$ cat src/rmd_pkg.sv
// ----------------------------------------------------------------------------
// rmd_pkg: shared types, constants and round functions
// Item formats, initial chaining words and per-step tables of the RIPEMD-160
// compression.
// ----------------------------------------------------------------------------
package rmd_pkg;

	typedef struct packed {
		logic [31:0] data_word;
		logic [2:0]  byte_count;
		logic        end_of_message;
	} in_item_t;

	typedef struct packed {
		logic [31:0] digest_word;
		logic [2:0]  word_index;
		logic        final_word;
	} out_item_t;

	typedef struct packed {
		logic [31:0] a;
		logic [31:0] b;
		logic [31:0] c;
		logic [31:0] d;
		logic [31:0] e;
	} lane_t;

	localparam int BlockWords = 16;
	localparam int StepCount  = 80;

	localparam logic [31:0] IV [5] = '{
		32'h67452301, 32'hEFCDAB89, 32'h98BADCFE, 32'h10325476, 32'hC3D2E1F0};

	localparam logic [31:0] KL [5] = '{
		32'h00000000, 32'h5A827999, 32'h6ED9EBA1, 32'h8F1BBCDC, 32'hA953FD4E};
	localparam logic [31:0] KR [5] = '{
		32'h50A28BE6, 32'h5C4DD124, 32'h6D703EF3, 32'h7A6D76E9, 32'h00000000};

	localparam logic [3:0] SEL_L [80] = '{
		4'd0, 4'd1, 4'd2, 4'd3, 4'd4, 4'd5, 4'd6, 4'd7,
		4'd8, 4'd9, 4'd10, 4'd11, 4'd12, 4'd13, 4'd14, 4'd15,
		4'd7, 4'd4, 4'd13, 4'd1, 4'd10, 4'd6, 4'd15, 4'd3,
		4'd12, 4'd0, 4'd9, 4'd5, 4'd2, 4'd14, 4'd11, 4'd8,
		4'd3, 4'd10, 4'd14, 4'd4, 4'd9, 4'd15, 4'd8, 4'd1,
		4'd2, 4'd7, 4'd0, 4'd6, 4'd13, 4'd11, 4'd5, 4'd12,
		4'd1, 4'd9, 4'd11, 4'd10, 4'd0, 4'd8, 4'd12, 4'd4,
		4'd13, 4'd3, 4'd7, 4'd15, 4'd14, 4'd5, 4'd6, 4'd2,
		4'd4, 4'd0, 4'd5, 4'd9, 4'd7, 4'd12, 4'd2, 4'd10,
		4'd14, 4'd1, 4'd3, 4'd8, 4'd11, 4'd6, 4'd15, 4'd13};

	localparam logic [3:0] SEL_R [80] = '{
		4'd5, 4'd14, 4'd7, 4'd0, 4'd9, 4'd2, 4'd11, 4'd4,
		4'd13, 4'd6, 4'd15, 4'd8, 4'd1, 4'd10, 4'd3, 4'd12,
		4'd6, 4'd11, 4'd3, 4'd7, 4'd0, 4'd13, 4'd5, 4'd10,
		4'd14, 4'd15, 4'd8, 4'd12, 4'd4, 4'd9, 4'd1, 4'd2,
		4'd15, 4'd5, 4'd1, 4'd3, 4'd7, 4'd14, 4'd6, 4'd9,
		4'd11, 4'd8, 4'd12, 4'd2, 4'd10, 4'd0, 4'd4, 4'd13,
		4'd8, 4'd6, 4'd4, 4'd1, 4'd3, 4'd11, 4'd15, 4'd0,
		4'd5, 4'd12, 4'd2, 4'd13, 4'd9, 4'd7, 4'd10, 4'd14,
		4'd12, 4'd15, 4'd10, 4'd4, 4'd1, 4'd5, 4'd8, 4'd7,
		4'd6, 4'd2, 4'd13, 4'd14, 4'd0, 4'd3, 4'd9, 4'd11};

	localparam logic [4:0] ROT_L [80] = '{
		5'd11, 5'd14, 5'd15, 5'd12, 5'd5, 5'd8, 5'd7, 5'd9,
		5'd11, 5'd13, 5'd14, 5'd15, 5'd6, 5'd7, 5'd9, 5'd8,
		5'd7, 5'd6, 5'd8, 5'd13, 5'd11, 5'd9, 5'd7, 5'd15,
		5'd7, 5'd12, 5'd15, 5'd9, 5'd11, 5'd7, 5'd13, 5'd12,
		5'd11, 5'd13, 5'd6, 5'd7, 5'd14, 5'd9, 5'd13, 5'd15,
		5'd14, 5'd8, 5'd13, 5'd6, 5'd5, 5'd12, 5'd7, 5'd5,
		5'd11, 5'd12, 5'd14, 5'd15, 5'd14, 5'd15, 5'd9, 5'd8,
		5'd9, 5'd14, 5'd5, 5'd6, 5'd8, 5'd6, 5'd5, 5'd12,
		5'd9, 5'd15, 5'd5, 5'd11, 5'd6, 5'd8, 5'd13, 5'd12,
		5'd5, 5'd12, 5'd13, 5'd14, 5'd11, 5'd8, 5'd5, 5'd6};

	localparam logic [4:0] ROT_R [80] = '{
		5'd8, 5'd9, 5'd9, 5'd11, 5'd13, 5'd15, 5'd15, 5'd5,
		5'd7, 5'd7, 5'd8, 5'd11, 5'd14, 5'd14, 5'd12, 5'd6,
		5'd9, 5'd13, 5'd15, 5'd7, 5'd12, 5'd8, 5'd9, 5'd11,
		5'd7, 5'd7, 5'd12, 5'd7, 5'd6, 5'd15, 5'd13, 5'd11,
		5'd9, 5'd7, 5'd15, 5'd11, 5'd8, 5'd6, 5'd6, 5'd14,
		5'd12, 5'd13, 5'd5, 5'd14, 5'd13, 5'd13, 5'd7, 5'd5,
		5'd15, 5'd5, 5'd8, 5'd11, 5'd14, 5'd14, 5'd6, 5'd14,
		5'd6, 5'd9, 5'd12, 5'd9, 5'd12, 5'd5, 5'd15, 5'd8,
		5'd8, 5'd5, 5'd12, 5'd9, 5'd12, 5'd5, 5'd14, 5'd6,
		5'd8, 5'd13, 5'd6, 5'd5, 5'd15, 5'd13, 5'd11, 5'd11};

	// Rotate left by 0..31
	function automatic logic [31:0] rotl(input logic [31:0] x, input logic [4:0] n);
		logic [63:0] w;
		w = {x, x} << n;
		return w[63:32];
	endfunction

	// Boolean mixing function of round group g
	function automatic logic [31:0] mix(input logic [2:0] g, input logic [31:0] x,
		input logic [31:0] y, input logic [31:0] z);
		logic [31:0] r;
		unique case (g)
			3'd0: r = x ^ y ^ z;
			3'd1: r = (x & y) | (~x & z);
			3'd2: r = (x | ~y) ^ z;
			3'd3: r = (x & z) | (y & ~z);
			default: r = x ^ (y | ~z);
		endcase
		return r;
	endfunction

endpackage

$ cat src/rmd_ram.sv
// ----------------------------------------------------------------------------
// rmd_ram: generic RAM
// One write port, two read ports, registered read data.
// ----------------------------------------------------------------------------
module rmd_ram #(
	parameter int Width = 32,
	parameter int Depth = 16
) (
	input  logic                     clk,
	input  logic                     we,
	input  logic [$clog2(Depth)-1:0] waddr,
	input  logic [Width-1:0]         wdata,
	input  logic [$clog2(Depth)-1:0] raddr_a,
	input  logic [$clog2(Depth)-1:0] raddr_b,
	output logic [Width-1:0]         rdata_a,
	output logic [Width-1:0]         rdata_b
);
	logic [Width-1:0] mem_q [Depth];

	// Write and read, read data registered
	always_ff @(posedge clk) begin
		if (we) begin
			mem_q[waddr] <= wdata;
		end
		rdata_a <= mem_q[raddr_a];
		rdata_b <= mem_q[raddr_b];
	end
endmodule

$ cat src/rmd_step.sv
// ----------------------------------------------------------------------------
// rmd_step: one compression step
// Advances the left and right lines by one of the 80 steps.
// ----------------------------------------------------------------------------
module rmd_step import rmd_pkg::*; (
	input  logic [6:0]  step,
	input  lane_t       lft,
	input  lane_t       rgt,
	input  logic [31:0] xl,
	input  logic [31:0] xr,
	output lane_t       lft_nxt,
	output lane_t       rgt_nxt
);
	logic [2:0]  grp;
	logic [2:0]  grp_r;
	logic [31:0] tl;
	logic [31:0] tr;

	assign grp   = step[6:4];
	assign grp_r = 3'd4 - grp;

	// Left and right line sums
	assign tl = rotl(lft.a + mix(grp, lft.b, lft.c, lft.d) + xl + KL[grp], ROT_L[step])
		+ lft.e;
	assign tr = rotl(rgt.a + mix(grp_r, rgt.b, rgt.c, rgt.d) + xr + KR[grp], ROT_R[step])
		+ rgt.e;

	// Shift the working words
	assign lft_nxt = '{a: lft.e, b: tl, c: lft.b, d: rotl(lft.c, 5'd10), e: lft.d};
	assign rgt_nxt = '{a: rgt.e, b: tr, c: rgt.b, d: rotl(rgt.c, 5'd10), e: rgt.d};
endmodule

$ cat src/ripemd160_hash_engine_unit.sv
// ----------------------------------------------------------------------------
// ripemd160_hash_engine_unit: streaming RIPEMD-160 hasher
// Byte packer, block RAM and an 80-step sequenced compression unit.
// ----------------------------------------------------------------------------
// Each item is packed into the block buffer one byte per cycle, except while
// a full block is compressed; input is not ready until the item is packed and
// the unit has returned to idle. Every completed 64-byte block takes a RAM
// prefetch, 80 steps through the single shared step unit and a chaining
// update. The last item further feeds 9 to 72 padding and length bytes one
// per cycle (again held while a block is compressed), passes through the
// padding, zero and length phases and compresses one or two more blocks. It
// then presents the five digest words, one per accepted cycle.
module ripemd160_hash_engine_unit import rmd_pkg::*; (
	input  logic      clk,
	input  logic      arst_n,
	input  logic      req_valid,
	output logic      req_ready,
	input  in_item_t  req,
	output logic      rsp_valid,
	input  logic      rsp_ready,
	output out_item_t rsp
);
	localparam logic [2:0] S_IDLE = 3'd0;
	localparam logic [2:0] S_FEED = 3'd1;
	localparam logic [2:0] S_COMP = 3'd2;
	localparam logic [2:0] S_FIN  = 3'd3;
	localparam logic [2:0] S_OUT  = 3'd4;

	localparam logic [1:0] PH_MSG = 2'd0;
	localparam logic [1:0] PH_PAD = 2'd1;
	localparam logic [1:0] PH_ZER = 2'd2;
	localparam logic [1:0] PH_LEN = 2'd3;

	logic [2:0]  st_q;
	logic [1:0]  ph_q;
	logic [31:0] dat_q;
	logic [2:0]  rem_q;
	logic        last_q;
	logic [63:0] len_q;
	logic [3:0]  lenc_q;
	logic [5:0]  pos_q;
	logic [31:0] acc_q;
	logic [60:0] msg_q;
	logic [31:0] cv_q [5];
	lane_t       wl_q;
	lane_t       wr_q;
	logic [6:0]  cnt_q;
	logic [2:0]  oi_q;

	logic        put;
	logic [7:0]  pbyte;
	logic [31:0] acc_nxt;
	logic [6:0]  ridx;
	logic [31:0] xl;
	logic [31:0] xr;
	lane_t       nl;
	lane_t       nr;

	// Pick the byte to append this cycle
	always_comb begin
		put   = 1'b0;
		pbyte = dat_q[7:0];
		if (st_q == S_FEED) begin
			unique case (ph_q)
				PH_MSG: begin
					put   = rem_q != 3'd0;
					pbyte = dat_q[7:0];
				end
				PH_PAD: begin
					put   = 1'b1;
					pbyte = 8'h80;
				end
				PH_ZER: begin
					put   = pos_q != 6'd56;
					pbyte = 8'h00;
				end
				default: begin
					put   = lenc_q != 4'd8;
					pbyte = len_q[7:0];
				end
			endcase
		end
	end

	// Merge the byte into its lane
	always_comb begin
		acc_nxt = acc_q;
		acc_nxt[{pos_q[1:0], 3'b000} +: 8] = pbyte;
	end

	assign ridx = (cnt_q >= 7'(StepCount)) ? 7'd0 : cnt_q;

	rmd_ram #(.Width(32), .Depth(BlockWords)) u_ram (
		.clk     (clk),
		.we      (put && pos_q[1:0] == 2'd3),
		.waddr   (pos_q[5:2]),
		.wdata   (acc_nxt),
		.raddr_a (SEL_L[ridx]),
		.raddr_b (SEL_R[ridx]),
		.rdata_a (xl),
		.rdata_b (xr)
	);

	rmd_step u_step (
		.step    (cnt_q - 7'd1),
		.lft     (wl_q),
		.rgt     (wr_q),
		.xl      (xl),
		.xr      (xr),
		.lft_nxt (nl),
		.rgt_nxt (nr)
	);

	// Sequencer
	always_ff @(posedge clk or negedge arst_n) begin
		if (!arst_n) begin
			st_q   <= S_IDLE;
			ph_q   <= PH_MSG;
			dat_q  <= '0;
			rem_q  <= '0;
			last_q <= 1'b0;
			len_q  <= '0;
			lenc_q <= '0;
			acc_q  <= '0;
			wl_q   <= '0;
			wr_q   <= '0;
			pos_q  <= '0;
			msg_q  <= '0;
			oi_q   <= '0;
			cnt_q  <= '0;
			for (int i = 0; i < 5; i++) begin
				cv_q[i] <= IV[i];
			end
		end else begin
			unique case (st_q)
				S_IDLE: begin
					if (req_valid) begin
						dat_q  <= req.data_word;
						rem_q  <= (req.byte_count > 3'd4) ? 3'd4 : req.byte_count;
						last_q <= req.end_of_message;
						ph_q   <= PH_MSG;
						st_q   <= S_FEED;
					end
				end
				S_FEED: begin
					if (put) begin
						acc_q <= acc_nxt;
						pos_q <= pos_q + 6'd1;
						unique case (ph_q)
							PH_MSG: begin
								dat_q <= dat_q >> 8;
								rem_q <= rem_q - 3'd1;
								msg_q <= msg_q + 61'd1;
							end
							PH_PAD: ph_q <= PH_ZER;
							PH_ZER: ph_q <= PH_ZER;
							default: begin
								len_q  <= len_q >> 8;
								lenc_q <= lenc_q + 4'd1;
							end
						endcase
						// Block full: start compression
						if (pos_q == 6'd63) begin
							st_q  <= S_COMP;
							cnt_q <= '0;
							wl_q  <= '{a: cv_q[0], b: cv_q[1], c: cv_q[2], d: cv_q[3],
								e: cv_q[4]};
							wr_q  <= '{a: cv_q[0], b: cv_q[1], c: cv_q[2], d: cv_q[3],
								e: cv_q[4]};
						end
					end else begin
						unique case (ph_q)
							PH_MSG: begin
								if (last_q) begin
									ph_q  <= PH_PAD;
									len_q <= {msg_q, 3'b000};
								end else begin
									st_q <= S_IDLE;
								end
							end
							PH_ZER: begin
								ph_q   <= PH_LEN;
								lenc_q <= '0;
							end
							PH_PAD: ph_q <= PH_ZER;
							default: begin
								st_q <= S_OUT;
								oi_q <= '0;
							end
						endcase
					end
				end
				S_COMP: begin
					cnt_q <= cnt_q + 7'd1;
					if (cnt_q != 7'd0) begin
						wl_q <= nl;
						wr_q <= nr;
					end
					if (cnt_q == 7'(StepCount)) begin
						st_q <= S_FIN;
					end
				end
				S_FIN: begin
					cv_q[0] <= cv_q[1] + wl_q.c + wr_q.d;
					cv_q[1] <= cv_q[2] + wl_q.d + wr_q.e;
					cv_q[2] <= cv_q[3] + wl_q.e + wr_q.a;
					cv_q[3] <= cv_q[4] + wl_q.a + wr_q.b;
					cv_q[4] <= cv_q[0] + wl_q.b + wr_q.c;
					st_q    <= S_FEED;
				end
				default: begin
					// Deliver digest words, then restart
					if (rsp_ready) begin
						if (oi_q == 3'd4) begin
							for (int i = 0; i < 5; i++) begin
								cv_q[i] <= IV[i];
							end
							msg_q <= '0;
							pos_q <= '0;
							st_q  <= S_IDLE;
						end else begin
							oi_q <= oi_q + 3'd1;
						end
					end
				end
			endcase
		end
	end

	assign req_ready       = st_q == S_IDLE;
	assign rsp_valid       = st_q == S_OUT;
	assign rsp.digest_word = cv_q[(oi_q > 3'd4) ? 3'd4 : oi_q];
	assign rsp.word_index  = oi_q;
	assign rsp.final_word  = oi_q == 3'd4;
endmodule

$ cat config.mk
export PLATFORM = sky130hd
export DESIGN_NAME = ripemd160_hash_engine_unit
export DESIGN_NICKNAME = d
export VERILOG_FILES = /design/src/rmd_pkg.sv /design/src/rmd_ram.sv /design/src/rmd_step.sv /design/src/ripemd160_hash_engine_unit.sv
export SDC_FILE = /design/constraint.sdc
export NUM_CORES = 2
export LEC_CHECK = 0
export ABC_AREA = 1
export BUFFER_PORTS_ARGS = -buffer_cell sky130_fd_sc_hd__buf_2
export CORE_ASPECT_RATIO = 0.8
export CORE_MARGIN = 5
export CORE_UTILIZATION = 40
export DETAILED_ROUTE_END_ITERATION = 7
export HOLD_SLACK_MARGIN = 0.08
export PLACE_DENSITY = 0.55
export SETUP_SLACK_MARGIN = 0.4
export SLEW_MARGIN = 0
export SYNTH_ARGS = -nofsm -noshare
export SYNTH_HDL_FRONTEND = slang
export SYNTH_SLANG_ARGS = --single-unit
$ cat constraint.sdc
create_clock -name clk -period 7.9 [get_ports clk]
set_input_delay 2.37 -clock clk [delete_from_list [all_inputs] [get_ports clk]]
set_output_delay 2.37 -clock clk [all_outputs]
set_load 0.05 [all_outputs]
==> results.md <==
* Status: complete, but fails checks
* Failing checks: setup timing
* CP Capture Type: register
* Syn_nets at 11528
* WHS Path Cells at 1
* Post-Synth Simple-Gate Area at 0.171
* Die W at 535 µm
* Met3 usage at 0.103
* Maximum capacitance violations at 0
* Post-Syn Area at 0.0882 mm²
* Met2 global-route usage at 0.467
* Cts hold-fix bufs at 0
* Worst path slowest cell: fa_1
* Bufs and invs on worst path at 25
* Post-route insts no fill at 14664
* Die area at 0.230 mm²
* DR vias at 87820
* Largest family of logic cells by synthesized area: compound AO/OA/AOI/OAI gates
* Setup violators final at 32
* 1st-pass router iterations at 6
* Core area at 0.220 mm²
* Rows at 154
* Setup WS post-layout at -247 ps
* Register area at 0.0342 mm²
* Async set-reset flop share out of synthesis at 0.548
* XOR/XNOR Fraction of Synth Area at 0.0244
* CTS H-Tree Depth at 4
* DRC violations left at 0
* Global placement routability congestion at 1.06
* Setup CP Type: reg -> reg
* Ratio of cells with drive above 1 in the final layout at 0.192
* Clock Path Buffers at 4
* Min-delay src: msg_q[60]$_DFFE_PN0P_
* Clk root buf: clkbuf_16
* EDFF count, synth at 512
* Slew Viols, Final at 0
* Most common cell on crit path: buf_4
* Clk sink count at 1274
* Cells after synthesis at 10822
* HP Class: reg -> reg
* Top FF cell, synth: dfrtp_1
* Final Hold Viols at 0
* CP Data Arrival Time at 8830 ps
* PortBufs at 77
* Post-synthesis sequential area ratio at 0.388
* Area Growth Syn to Fin at 22.6%
* Achievable frequency at 123 MHz
* Mean number of vias per cell at 5.99
* Reg2reg setup slack at -250 ps
* Die Y at 430 µm
* Initial antenna violation count at 31
* Final period demand of the worst path at 8150 ps
* First-pass GRT wire length at 585000 µm
* Global route overflow at 0
* Crit-path max FO at 7
* Clk slew on worst S/H paths at 60 ps
* Footprint of the multi-input gates at 0.0517 mm²
* Mux share of post-synthesis cell area at 0.0124
* CP top delay family: buffers and inverters
* Skew-Pair Late Insertion Delay at 850 ps
* Vias in the first global route at 81520
* Post-DP HPWL at 309000 µm
* Post-Place Cells at 14239
* Register bit count reported by yosys at 1274
* All-layer global routing usage at 0.346
* Post-Synth Adder-Cell Area at 0.119
* Most used routing layer: met1
* Yosys cell types at 66
* WL final at 412000 µm
* Clk_skew at 82.2 ps
* Met1 Track Usage GR at 0.520
* Starting Density at 0.401
* Worst path max stage delay at 470 ps
* CTS Buf Count at 154
* Final worst-path cycle share at 1.03
* Worst Hold Path EP: msg_q[60]$_DFFE_PN0P_
* I/O pins at 78
* ANT nets after route at 0
* Syn_area_per_cell at 8.15 µm²
* Fillers at 21050
* Compound-gate portion of the synthesized area at 0.216
* RSZ-0062 raised after global routing: true
* Required @ worst endpoint at 8580 ps
* Reg2reg start: cnt_q[1]$_DFFE_PN0P_
* Cell count along the critical path at 55
* Layout net count at 12346
* Warnings, synthesis at 0
* Largest net degree at the start of global routing at 194
* Routed len/inst at 28.1 µm
* Worst reg2reg endpoint: wr_q[102]$_DFFE_PN0P_
* Worst slew pin tran at 1420 ps
* R2R depth at 55
* CP startpoint kind: register
* CTS tree: yes
* Most frequent cells in the layout: nand2_1 (2061), o21ai_0 (1191), buf_4 (1044), inv_1 (973), nor2_1 (803)
* Relative slew slack at 0.0446
* Initial detailed-routing violation count at 11626
* Commonest non-fill, non-tap cell in the layout: nand2_1
[worst reg2reg max path: cells and delay by family, from the launching register on]
kind | cells | cell delay (ps)
buf+inv | 25 | 3070
fa+ha+maj | 6 | 1770
compound gates | 10 | 1290
flops | 1 | 420
simple gates | 10 | 830
xor+xnor | 2 | 320
mux | 2 | 310
[synthesized netlist by cell type, drive strengths merged, types with 65 or more instances]
cell type	instances	area, µm²
o21ai	1441	7210
xor2	177	1570
nand3	391	1980
inv	1016	3810
a21oi	681	3410
nand2	2159	8110
nand4	65	413
clkbuf	358	1350
xnor2	67	587
buf	192	957
o211ai	317	2380
a31oi	266	1680
ha	382	4780
mux2i	109	1090
nor3	91	465
or2	69	432
o22ai	103	644
edfxtp	512	15400
dfstp	80	2100
o221ai	166	1450
fa	284	5690
dfrtp	618	15500
nor2	875	3340
[final cells by class]
type,count,share of cell area
antenna,22,0.000509
clock buffer,216,0.0403
clock inverter,56,0.00570
inverter,1019,0.0357
multi-input combinational,7979,0.478
sequential,1274,0.317
tap,2886,0.0334
timing repair buffer,1212,0.0896
[stage by stage]
stage	area (µm²)	setup slack [ps]	hold slack [ps]	TNS [ps]	utilization
global placement	98500	-1360	451	-31750	0.448
global route	108000	-549	508	-17060	0.492
CTS	106000	-213	484	-1980	0.484
floorplan	88300	378	434	0	-
finish	108000	-247	476	-3360	0.492
detailed placement	98500	-1620	470	-37070	0.448
[state kept, by name, indices dropped and copies added, names as in the netlist]
register	count
cnt_q	7
wr_q	160
dat_q	32
u_ram.rdata_a	32
wl_q	160
cv_q	160
u_ram.mem_q	512
last_q	1
ph_q	2
lenc_q	4
oi_q	3
pos_q	6
acc_q	32
rem_q	3
u_ram.rdata_b	32
len_q	64
msg_q	61
st_q	3
[logic make-up after synthesis]
logic type                 Yosys count
and+or+nand+nor                   3704
xor gates and xnor gates           244
AOI/OAI and AO/OA                 3256
muxes                              109
DFF                               1274
adders and majority gates          666
buffers and inverters             1569
[worst max path at each step]
stage                                    start                    end  slack, ps
after floorplan           cnt_q[0]$_DFFE_PN0P_  wr_q[114]$_DFFE_PN0P_        380
after global placement    cnt_q[0]$_DFFE_PN0P_  wl_q[127]$_DFFE_PN0P_      -1360
after detailed placement  cnt_q[0]$_DFFE_PN0P_  wl_q[127]$_DFFE_PN0P_      -1620
after CTS                 cnt_q[1]$_DFFE_PN0P_  wr_q[120]$_DFFE_PN0P_       -210
after global routing      cnt_q[1]$_DFFE_PN0P_  wr_q[112]$_DFFE_PN0P_       -550
final                     cnt_q[1]$_DFFE_PN0P_  wr_q[102]$_DFFE_PN0P_       -250
[what timing repair did]
action                     in CTS  in global routing
gates cloned                    1                  0
setup buffers                 101                 29
pin swaps                     150                150
resized for setup             555                357
setup endpoints to repair      60                 60
[per-layer routing]
layer,share of wire,vias up
li1,-,39259
met1,0.45,43171
met2,0.39,4711
met3,0.12,673
met4,0.040,6
met5,0.00010,-
Power is left out: the tool's default activity adds up to more than one toggle a clock period on the data nets, which glitch-free logic cannot reach.
